<file path="config.mk">
export PLATFORM = sky130hd
export DESIGN_NAME = extractor_output_afterrun_control
export DESIGN_NICKNAME = d
export VERILOG_FILES = /design/src/rtl/core/eoac_pkg.sv /design/src/rtl/core/extractor_output_afterrun_control.sv
export SDC_FILE = /design/constraint.sdc
export NUM_CORES = 1
export LEC_CHECK = 0
export ABC_CLOCK_PERIOD_IN_PS = 13700
export BUFFER_PORTS_ARGS = -buffer_cell sky130_fd_sc_hd__buf_2
export CAP_MARGIN = 20
export CORE_ASPECT_RATIO = 0.5
export CORE_MARGIN = 5
export CORE_UTILIZATION = 61
export DETAILED_ROUTE_END_ITERATION = 8
export GPL_TIMING_DRIVEN = 0
export HOLD_SLACK_MARGIN = 0.08
export PLACE_DENSITY = 0.85
export SLEW_MARGIN = 40
export SYNTH_ARGS = -nofsm -noshare
export SYNTH_HDL_FRONTEND = slang
export SYNTH_SLANG_ARGS = --single-unit
</file>
<file path="constraint.sdc">
create_clock -name clock -period 13.7 [get_ports clock]
set_input_delay 2.055 -clock clock [delete_from_list [all_inputs] [get_ports clock]]
set_output_delay 2.055 -clock clock [all_outputs]
set_load 0.1 [all_outputs]
</file>
<file path="src/rtl/core/eoac_pkg.sv">
// Shared types, constants and power helpers for the extractor output afterrun control.
package eoac_pkg;

   // Configuration port
   localparam int CSR_IDX_W  = 3;
   localparam int CSR_DATA_W = 16;

   // Register indexes
   typedef enum logic [CSR_IDX_W-1:0] {
      REG_SETTINGS_VALID  = 3'd0,
      REG_SUCTION_LEVEL   = 3'd1,
      REG_FLOW_SETTING    = 3'd2,
      REG_AFTERRUN_DELAY  = 3'd3,
      REG_MIN_POWER       = 3'd4,
      REG_MAX_POWER       = 3'd5,
      REG_FIXED_ENABLE    = 3'd6,
      REG_FIXED_POWER     = 3'd7
   } csr_index_type;

   // Request kinds
   localparam logic REQ_UPDATE = 1'b0;
   localparam logic REQ_TICK   = 1'b1;

   // Suction levels
   localparam logic [1:0] SUCTION_HIGH   = 2'd0;
   localparam logic [1:0] SUCTION_MEDIUM = 2'd1;
   localparam logic [1:0] SUCTION_LOW    = 2'd2;
   localparam logic [1:0] SUCTION_FLOW   = 2'd3;

   // Field widths
   localparam int POWER_W = 10;
   localparam int MASK_W  = 8;
   localparam int DELAY_W = 16;
   localparam int LEFT_W  = 26;

   // Power constants in tenths of a percent
   localparam logic [POWER_W-1:0] POWER_FULL      = 10'd1000;
   localparam logic [POWER_W-1:0] POWER_MEDIUM    = 10'd600;
   localparam logic [POWER_W-1:0] POWER_LOW       = 10'd300;
   localparam logic [POWER_W-1:0] POWER_MIN_FLOOR = 10'd1;
   localparam logic [POWER_W-1:0] FIXED_FLOOR     = 10'd100;

   // Flow rounding: (v + 5) / 10 as a multiply by 6554 / 65536
   localparam logic [10:0] FLOW_ROUND     = 11'd5;
   localparam logic [13:0] DIV10_RECIP    = 14'd6554;
   localparam logic [6:0]  FLOW_TENTHS_AT = 7'd100;
   localparam logic [6:0]  PCT_MIN        = 7'd10;
   localparam logic [6:0]  PCT_MAX        = 7'd100;
   localparam logic [POWER_W-1:0] PCT_SCALE = 10'd10;

   // Seconds to milliseconds
   localparam logic [LEFT_W-1:0] MS_PER_SEC = 26'd1000;

   // One result item
   typedef struct packed {
      logic               output_enabled;
      logic [POWER_W-1:0] output_power;
      logic               en_toggled;
      logic               pw_toggled;
      logic               afterrun_running;
      logic [LEFT_W-1:0]  afterrun_left_ms;
   } rsp_item_type;

   // Lower bound clamped to 1..1000
   function automatic logic [POWER_W-1:0] eff_min(input logic [POWER_W-1:0] minp);
      logic [POWER_W-1:0] lo;
      lo = minp;
      if (lo < POWER_MIN_FLOOR) lo = POWER_MIN_FLOOR;
      if (lo > POWER_FULL) lo = POWER_FULL;
      return lo;
   endfunction

   // Upper bound clamped to 1000 and raised to the lower bound
   function automatic logic [POWER_W-1:0] eff_max(input logic [POWER_W-1:0] minp,
                                                  input logic [POWER_W-1:0] maxp);
      logic [POWER_W-1:0] hi;
      logic [POWER_W-1:0] lo;
      lo = eff_min(minp);
      hi = maxp;
      if (hi > POWER_FULL) hi = POWER_FULL;
      if (hi < lo) hi = lo;
      return hi;
   endfunction

   // Fixed afterrun power clamped to 100..1000
   function automatic logic [POWER_W-1:0] fixed_power(input logic [POWER_W-1:0] p);
      logic [POWER_W-1:0] q;
      q = p;
      if (q < FIXED_FLOOR) q = FIXED_FLOOR;
      if (q > POWER_FULL) q = POWER_FULL;
      return q;
   endfunction

   // Target power from suction level or flow setting (full power while settings are invalid), clamped to min..max
   function automatic logic [POWER_W-1:0] demand_power(
      input logic               sv,
      input logic [1:0]         lvl,
      input logic [POWER_W-1:0] flow,
      input logic [POWER_W-1:0] minp,
      input logic [POWER_W-1:0] maxp);
      logic [POWER_W-1:0] t;
      logic [10:0]        rnd;
      logic [24:0]        prod;
      logic [6:0]         pct;
      logic [POWER_W-1:0] lo;
      logic [POWER_W-1:0] hi;
      t    = POWER_FULL;
      rnd  = {1'b0, flow} + FLOW_ROUND;
      prod = 25'(rnd) * 25'(DIV10_RECIP);
      if (flow >= POWER_W'(FLOW_TENTHS_AT)) pct = prod[22:16];
      else pct = flow[6:0];
      if (pct < PCT_MIN) pct = PCT_MIN;
      if (pct > PCT_MAX) pct = PCT_MAX;
      if (sv) begin
         case (lvl)
            SUCTION_MEDIUM: t = POWER_MEDIUM;
            SUCTION_LOW:    t = POWER_LOW;
            SUCTION_FLOW:   t = POWER_W'(pct) * PCT_SCALE;
            default:        t = POWER_FULL;
         endcase
      end
      lo = eff_min(minp);
      hi = eff_max(minp, maxp);
      if (t < lo) t = lo;
      if (t > hi) t = hi;
      return t;
   endfunction

endpackage

</file>
<file path="src/rtl/core/extractor_output_afterrun_control.sv">
// Top level of the extractor output afterrun control.
// Each request (trigger level update or millisecond tick) yields exactly one result carrying
// the fan enable, power in tenths of a percent, change flags and the afterrun countdown.
// A request is registered at the input, evaluated against the control state and written
// to a two-entry result buffer once that buffer has room, and one request is taken every
// cycle while results are drained. The input stage
// holds (req_stall high) only when that result buffer is full and a request already waits
// in the input register. Configuration writes take effect from the next request evaluated
// and cause no result of their own.
module extractor_output_afterrun_control (
   input  logic                              clock,
   input  logic                              reset,
   // request channel
   input  logic                              req_valid,
   output logic                              req_stall,
   input  logic                              req_type,
   input  logic [eoac_pkg::MASK_W-1:0]       req_work_mask,
   input  logic                              req_continuous_flag,
   input  logic                              req_external_active,
   input  logic                              req_automation_continuous,
   // result channel
   output logic                              rsp_valid,
   input  logic                              rsp_stall,
   output logic                              rsp_output_enabled,
   output logic [eoac_pkg::POWER_W-1:0]      rsp_output_power,
   output logic                              rsp_enable_changed,
   output logic                              rsp_power_changed,
   output logic                              rsp_afterrun_running,
   output logic [eoac_pkg::LEFT_W-1:0]       rsp_afterrun_left_ms,
   // configuration port
   input  logic                              csr_write_en,
   input  logic [eoac_pkg::CSR_IDX_W-1:0]    csr_index,
   input  logic [eoac_pkg::CSR_DATA_W-1:0]   csr_wdata
);
   import eoac_pkg::*;

   // Configuration registers
   logic               settings_valid_ff;
   logic [1:0]         suction_level_ff;
   logic [POWER_W-1:0] flow_setting_ff;
   logic [DELAY_W-1:0] delay_sec_ff;
   logic [POWER_W-1:0] min_power_ff;
   logic [POWER_W-1:0] max_power_ff;
   logic               fixed_enable_ff;
   logic [POWER_W-1:0] fixed_power_ff;

   // Input stage
   logic              in_valid_ff, in_valid_in;
   logic              in_type_ff;
   logic [MASK_W-1:0] in_mask_ff;
   logic              in_cont_ff, in_ext_ff, in_auto_ff;
   logic              req_accept;

   // Control state
   logic               enabled_ff, enabled_in;
   logic [POWER_W-1:0] power_ff, power_in;
   logic               afterrun_ff, afterrun_in;
   logic [LEFT_W-1:0]  remaining_ff, remaining_in;
   logic [MASK_W-1:0]  mask_ff, mask_in;
   logic               cont_ff, cont_in;
   logic               ext_ff, ext_in;
   logic               auto_ff, auto_in;

   // Result buffer
   rsp_item_type buf_ff [2];
   logic         wr_ptr_ff, rd_ptr_ff;
   logic [1:0]   count_ff, count_in;
   logic         push, pop;
   rsp_item_type result;

   // Evaluation helpers
   logic               levels_differ;
   logic               trig_before;
   logic               trig_new;
   logic               trig_stored;
   logic [POWER_W-1:0] tgt;
   logic [LEFT_W-1:0]  rem_dec;

   // Handshakes
   assign push       = in_valid_ff && (count_ff != 2'd2);
   assign pop        = (count_ff != 2'd0) && !rsp_stall;
   assign req_stall  = in_valid_ff && (count_ff == 2'd2);
   assign req_accept = req_valid && !req_stall;
   assign rsp_valid  = (count_ff != 2'd0);

   always_comb begin
      in_valid_in = in_valid_ff;
      if (push) in_valid_in = 1'b0;
      if (req_accept) in_valid_in = 1'b1;
      count_in = count_ff + 2'(push) - 2'(pop);
   end

   // Evaluate the registered request against the control state
   assign levels_differ = (in_mask_ff != mask_ff) || (in_cont_ff != cont_ff) ||
                          (in_ext_ff != ext_ff) || (in_auto_ff != auto_ff);
   assign trig_before   = (mask_ff != '0) || ext_ff;
   assign trig_new      = in_cont_ff || in_auto_ff || (in_mask_ff != '0) || in_ext_ff;
   assign trig_stored   = cont_ff || auto_ff || (mask_ff != '0) || ext_ff;
   assign tgt           = demand_power(settings_valid_ff, suction_level_ff, flow_setting_ff,
                                       min_power_ff, max_power_ff);
   assign rem_dec       = (remaining_ff != '0) ? remaining_ff - 1'b1 : '0;

   always_comb begin
      enabled_in   = enabled_ff;
      power_in     = power_ff;
      afterrun_in  = afterrun_ff;
      remaining_in = remaining_ff;
      mask_in      = mask_ff;
      cont_in      = cont_ff;
      ext_in       = ext_ff;
      auto_in      = auto_ff;
      if (in_type_ff == REQ_UPDATE) begin
         if (levels_differ) begin
            mask_in = in_mask_ff;
            cont_in = in_cont_ff;
            ext_in  = in_ext_ff;
            auto_in = in_auto_ff;
            power_in = trig_new ? tgt : '0;
            if (trig_new) begin
               afterrun_in  = 1'b0;
               remaining_in = '0;
            end else if (enabled_ff && trig_before && settings_valid_ff &&
                         (delay_sec_ff != '0)) begin
               afterrun_in  = 1'b1;
               remaining_in = LEFT_W'(delay_sec_ff) * MS_PER_SEC;
            end
            if (afterrun_in) power_in = fixed_enable_ff ? fixed_power(fixed_power_ff) : tgt;
            enabled_in = trig_new || afterrun_in;
         end
      end else if (afterrun_ff) begin
         // count down; drop the output on expiry with no trigger
         remaining_in = rem_dec;
         if (rem_dec == '0) begin
            afterrun_in = 1'b0;
            if (!trig_stored && enabled_ff) begin
               enabled_in = 1'b0;
               power_in   = '0;
            end
         end
      end
   end

   // Build the result
   always_comb begin
      result.output_enabled   = enabled_in;
      result.output_power     = power_in;
      result.en_toggled       = (enabled_in != enabled_ff);
      result.pw_toggled       = (power_in != power_ff);
      result.afterrun_running = afterrun_in;
      result.afterrun_left_ms = afterrun_in ? remaining_in : '0;
   end

   // Control registers
   always_ff @(posedge clock) begin
      if (reset) begin
         in_valid_ff       <= 1'b0;
         count_ff          <= 2'd0;
         wr_ptr_ff         <= 1'b0;
         rd_ptr_ff         <= 1'b0;
         enabled_ff        <= 1'b0;
         power_ff          <= '0;
         afterrun_ff       <= 1'b0;
         remaining_ff      <= '0;
         mask_ff           <= '0;
         cont_ff           <= 1'b0;
         ext_ff            <= 1'b0;
         auto_ff           <= 1'b0;
         settings_valid_ff <= 1'b0;
         suction_level_ff  <= SUCTION_HIGH;
         flow_setting_ff   <= POWER_FULL;
         delay_sec_ff      <= '0;
         min_power_ff      <= POWER_MIN_FLOOR;
         max_power_ff      <= POWER_FULL;
         fixed_enable_ff   <= 1'b0;
         fixed_power_ff    <= POWER_FULL;
      end else begin
         in_valid_ff <= in_valid_in;
         count_ff    <= count_in;
         if (push) begin
            wr_ptr_ff    <= !wr_ptr_ff;
            enabled_ff   <= enabled_in;
            power_ff     <= power_in;
            afterrun_ff  <= afterrun_in;
            remaining_ff <= remaining_in;
            mask_ff      <= mask_in;
            cont_ff      <= cont_in;
            ext_ff       <= ext_in;
            auto_ff      <= auto_in;
         end
         if (pop) rd_ptr_ff <= !rd_ptr_ff;
         // configuration writes
         if (csr_write_en) begin
            case (csr_index_type'(csr_index))
               REG_SETTINGS_VALID: settings_valid_ff <= csr_wdata[0];
               REG_SUCTION_LEVEL:  suction_level_ff  <= csr_wdata[1:0];
               REG_FLOW_SETTING:   flow_setting_ff   <= csr_wdata[POWER_W-1:0];
               REG_AFTERRUN_DELAY: delay_sec_ff      <= csr_wdata[DELAY_W-1:0];
               REG_MIN_POWER:      min_power_ff      <= csr_wdata[POWER_W-1:0];
               REG_MAX_POWER:      max_power_ff      <= csr_wdata[POWER_W-1:0];
               REG_FIXED_ENABLE:   fixed_enable_ff   <= csr_wdata[0];
               REG_FIXED_POWER:    fixed_power_ff    <= csr_wdata[POWER_W-1:0];
               default: ;
            endcase
         end
      end
   end

   // Payload registers
   always_ff @(posedge clock) begin
      if (req_accept) begin
         in_type_ff <= req_type;
         in_mask_ff <= req_work_mask;
         in_cont_ff <= req_continuous_flag;
         in_ext_ff  <= req_external_active;
         in_auto_ff <= req_automation_continuous;
      end
      if (push) buf_ff[wr_ptr_ff] <= result;
   end

   // Present the oldest buffered result
   assign rsp_output_enabled   = buf_ff[rd_ptr_ff].output_enabled;
   assign rsp_output_power     = buf_ff[rd_ptr_ff].output_power;
   assign rsp_enable_changed   = buf_ff[rd_ptr_ff].en_toggled;
   assign rsp_power_changed    = buf_ff[rd_ptr_ff].pw_toggled;
   assign rsp_afterrun_running = buf_ff[rd_ptr_ff].afterrun_running;
   assign rsp_afterrun_left_ms = buf_ff[rd_ptr_ff].afterrun_left_ms;

endmodule

</file>
## Word level (Yosys, flattened, before mapping)

Memories as Yosys holds them, arrays and structs flattened. A register that Yosys moved wholly into a read port is not among the register bits.
Cells that the tools add are included.

| word-level totals | value |
|---|---|
| register bits | 126 |
| memory bits (writable) | 80 |
| bits of input ports | 36 |
| output and inout bits | 42 |
| memories kept | 1 |

Memories:

| name | words | bits a word | rd ports | clocked after Yosys merged registers in | write ports | line | RTL |
|---|---|---|---|---|---|---|---|
| buf_ff | 2 | 40 | 1 | 1 | 1 | extractor_output_afterrun_control.sv:65 | `rsp_item_type buf_ff [2];` |

| cells by class | value |
|---|---|
| add/subtract/negate cells | 4 |
| $mul | 3 |
| magnitude comparators | 11 |
| eq/ne operators | 18 |
| multiplexer cells | 50 |
| bitwise gates (word level) | 1 |
| reductions and logical operators | 41 |

Operators with widths:

| operator | count |
|---|---|
| $mux 10 | 20 |
| $mux 26 | 7 |
| $gt 10x10->1 const B | 3 |
| $pmux 10 s3 | 1 |
| $logic_not 26->1 | 1 |
| $reduce_bool 26->1 | 1 |
| $sub 26x1->26 const B | 1 |
| $mul 16x7->23 const B | 1 |
| $mul 11x12->22 const B | 1 |
| $mux 7 | 3 |
| $lt 10x10->1 | 2 |
| $mux 1 | 19 |
| $reduce_and 2->1 | 8 |
| $reduce_bool 16->1 | 1 |
| $reduce_bool 8->1 | 2 |
| $eq 3x3->1 const B | 4 |
| $add 10x3->11 const B | 1 |
| $logic_or 1x1->1 | 11 |
| $ge 10x7->1 const B | 1 |
| $gt 10x10->1 | 1 |
| $lt 10x1->1 const B | 1 |
| $lt 10x7->1 const B | 1 |
| $ne 10x10->1 | 1 |
| $mul 7x3->9 const B | 1 |
| other kinds (17) | 35 |

## Logic depth before layout (Yosys ltp)

| logic depth | value |
|---|---|
| depth in word-level cells | 19 |
| mapped depth | 54 |

## Least setup slack after synthesis

No wires, ideal clock.

| timing path | value |
|---|---|
| kind | register -> register |
| from | register flow_setting_ff[0] |
| to | memory buf_ff[0][27] (netlist name), data pin |
| library setup time | 0.278 ns |
| arrival time | 11.430 ns |
| data required time | 13.422 ns |
| slack | 1.993 ns |
| stages on the path, launching flop included | 49 |
| period minus slack after synthesis | 11.707 ns |
| path through | dfxtp_1 ha_1 o211ai_1 nor2_1 xor2_1 ha_1 inv_1 fa_1 fa_1 fa_1 fa_1 inv_1 ha_1 o211ai_1 or4_1 o32ai_1 mux2i_1 nand2_1 [... 13 more ...] a311oi_1 nand3_2 buf_2 a21oi_1 o211ai_2 ha_1 nand4_1 a211oi_1 a2111oi_0 a31oi_1 clkbuf_1 nor3_1 a21oi_1 a2bb2oi_1 nand3_1 a2111oi_0 nand4_1 or4_1 |

RTL lines:

| what | line | RTL |
|---|---|---|
| start: declaration | extractor_output_afterrun_control.sv:40 | `logic [POWER_W-1:0] flow_setting_ff;` |
| start signal: assignment | extractor_output_afterrun_control.sv:196 | `REG_FLOW_SETTING: flow_setting_ff <= csr_wdata[POWER_W-1:0];` |
| end: declaration | extractor_output_afterrun_control.sv:65 |  |

==> key figures <==
Worst setup path
  • Worst Setup SP: flow_setting_ff[2]
  • Worst EP arrival: 13.42 ns
  • Critical Path Sink Type: flip-flop
  • Worst Path Required: around 14 ns
  • Reg2Reg Depth: 49
  • Worst setup SP type: flip-flop
  • Reg2reg start: flow_setting_ff[2]
  • Critical-path top delay cell: fa_1
  • Crit path largest cell delay: approximately 0.6 ns
  • CP endpoint: buf_ff[1][27]
  • R2R Setup Slk: roughly 0.53 ns
  • Crit-path max FO: 10
  • WS Path Type: flip-flop to flip-flop
  • CP dominant cell by count: ha_1
  • FF-to-FF End: buf_ff[1][27]

Die
  • Die height: about 130 um
  • Chip width: 244 um
  • Initial Util: between 60% and 70%
  • # rows: 42
  • Die ar.: 0.0310 mm^2
  • Num ports: 78
  • Core area: ~0.027 mm^2

Run status
  • Status: complete, but fails checks
  • Failing checks: DRC

STA
  • Final hold viol count: 0
  • TNS Setup: 0 ns
  • Hold Slack: about 0.48 ns
  • Tightest Pin Transition: ~0.85 ns
  • Worst slew margin: roughly 43%
  • Final worst path period share: 96.2%
  • Clk_skew: between 0.02 and 0.025 ns
  • Highest clock rate: 75.9 MHz
  • Worst Slack Setup Final: 0.526 ns
  • RSZ-0062 raised after global routing: no
  • Final setup violation count: 0
  • Crit path time final: about 13 ns
  • Fin. max-slew vios: 0

Clock network
  • CTS H-tree lvls: 1
  • Clk Latency, worst-skew pair: roughly 0.52 ns
  • CTS Root Cell: clkbuf_16
  • TritonCTS Buffers: 20
  • CTS tree: done
  • Max clock buf depth: 3
  • Cts-stage hold buffer count: 0
  • CTS Sinks: just over 200
  • Clk slew on worst S/H paths: approximately 0.07 ns

Placed design
  • IO buf count: 73
  • Dpl ws: -0.231 ns
  • DP HPWL: approximately 35 mm
  • GP Congestion: 1.05
  • Placed cell areas: 0.0176 mm^2
  • Inst Count DP: 2,259

Cells and area
  • Area growth syn-to-layout: 9.94%
  • Inserted Diodes: 0
  • Final Cell Area: approximately 0.018 mm^2
  • Finished Layout Cells: approximately 2,300
  • Area of the multi-input gates: roughly 0.011 mm^2
  • Fill count: between 2,000 and 2,500
  • Share of post-route cells with drive strength above 1: a little under an eighth
  • Fin nets: 2,214
  • Reg area: just over 0.005 mm^2

Routing
  • Initial DRC Count: ~1,800
  • Post-Route WL: around 46 mm
  • Via-per-instance ratio: between 6 and 7
  • Via count: roughly 14,000
  • WL/cell: ~20 um
  • Post-route ant nets: 0
  • Initial DRT Pass Iterations: 9
  • DRC: 1

Synthesis
  • FFs w/ async S/R, synth: 0%
  • Top post-synthesis cells by area: edfxtp_1, dfxtp_1, ha_1, fa_1, nand2_1
  • Seq/Total Area, Yosys: 30.3%
  • Yosys top cell by area: edfxtp_1
  • Syn avg cell area: approximately 9.1 um^2
  • EDFF count, synth: 92
  • Most common library cells after synthesis: nand2_1, ha_1, nor2_1
  • Synth Net Count: around 2,100
  • YS warnings: 0
  • Synth Cell Area: roughly 0.017 mm^2
  • Netlist cell types: 90
  • Mapped Cells: 1,832
  • Number of synthesized register bits: 207
  • Yosys top cell area share: 16.5%
  • Most used DFF post-synth: dfxtp_1
  • Most frequent cell after synthesis: nand2_1

Global routing
  • Largest net degree at the start of global routing: between 40 and 50
  • Total GRT Usage: between 20% and 30%
  • GRT Residual Overflow: 0
  • Initial antenna violation count: 0
  • Vias in the first global route: approximately 14,000
  • First-pass GRT wire length: about 74 mm

Power and ir drop
  • VDD IR max: ~0.10 mV
  • Leakage: between 7 and 8 nW
  • Power Density: roughly 140 mW/mm^2

Hold path
  • Type of the most critical hold path: flip-flop to flip-flop

Flow run
  • Max-cap violation count: 0
==> stage by stage <==
| step | power (W) | utilization (%) |
|---|---|---|
| final | 0.00259 | 68.8 |
| after global routing | 0.00274 | 68.8 |
| after CTS | 0.00256 | 68.4 |
| after detailed placement | 0.00199 | 65.9 |
| after global placement | 0.00195 | 65.6 |
| after floorplan | 0.00172 | - |
==> flip-flops by register name, indices dropped and copies added, names as in the netlist, 8 cells and up, named ones only <==
name	count
max_power_ff	10
power_ff	10
mask_ff	8
fixed_power_ff	10
in_mask_ff	8
flow_setting_ff	10
min_power_ff	10
buf_ff	80
remaining_ff	26
delay_sec_ff	16
==> area by class of cell <==
type / count / share of cell area (%)
Buffer: 90 / 2.03
Clock buffer: 28 / 3.00
Clock inverter: 8 / 0.620
Inverter: 141 / 2.88
Multi-Input combinational cell: 1394 / 59.2
Sequential cell: 207 / 27.6
Tap cell: 352 / 2.40
Timing Repair Buffer: 76 / 2.26
==> placed cells by master, fill, tap and decap left out, types with 14 or more instances in the layout <==
cell       count
buf_2         83
clkbuf_16     20
o21ai_0       59
fa_1          83
xnor2_1       42
nand2b_1      15
nor2b_1       21
clkbuf_1      70
or3_1         20
a21oi_1      132
nor3_1        49
nand4_1       16
a211o_1       16
nand3_1       38
nor2_1       147
xor2_1        16
dfxtp_1      113
a21o_1        22
nand3b_1      14
a211oi_1      31
inv_1        137
ha_1         165
edfxtp_1      92
nor4_1        19
mux2i_1       29
nand2_1      197
mux2_2        50
==> worst max-delay path, delay by kind of cell (launching register included) <==
family / cells / cell delay (ns)
buf+inv: 6 / 0.96
fa+ha+maj: 11 / 3.90
flops: 1 / 0.30
simple gates: 12 / 2.81
xor+xnor: 1 / 0.19
compound gates: 19 / 4.75
==> power breakdown <==
group	internal, W	leakage [nW]	switching [W]
registers	0.000690	1.80	0.0000332
clock network	0.000322	0.316	0.000247
logic	0.000444	5.56	0.000855
==> worst min-delay path by stage <==
stage / from / endpoint / cells past startpoint
after floorplan: min_power_ff[0] / min_power_ff[0] / 2
after global placement: min_power_ff[2] / min_power_ff[2] / 2
final: min_power_ff[2] / min_power_ff[2] / 2
after CTS: min_power_ff[2] / min_power_ff[2] / 2
after global routing: min_power_ff[2] / min_power_ff[2] / 2
after detailed placement: min_power_ff[1] / min_power_ff[1] / 2
==> routing by layer <==
metal / GRT usage, % / vias up / share of wire (%)
met5: 0 / - / 0
met4: 8.75 / 0 / 3.3
met3: 7.14 / 142 / 11
met2: 47.8 / 736 / 45
met1: 38.9 / 6856 / 41
li1: - / 6739 / -
==> cell families after synthesis <==
kind of cell	after synthesis	share of synthesized area, %
xor gates and xnor gates	62	3.25
and+or+nand+nor	599	17.3
DFF	207	30.3
muxes	79	5.11
adders and majority gates	248	22.3
buffers and inverters	231	5.38
AOI/OAI and AO/OA	406	16.3
==> timing repair <==
action                                  in CTS  in global routing
gates resized for setup                      2                 19
pin swaps                                    0                  0
endpoints found under the setup margin       2                  8
setup buffers                                0                  1
(Power assumes the default switching activity.)
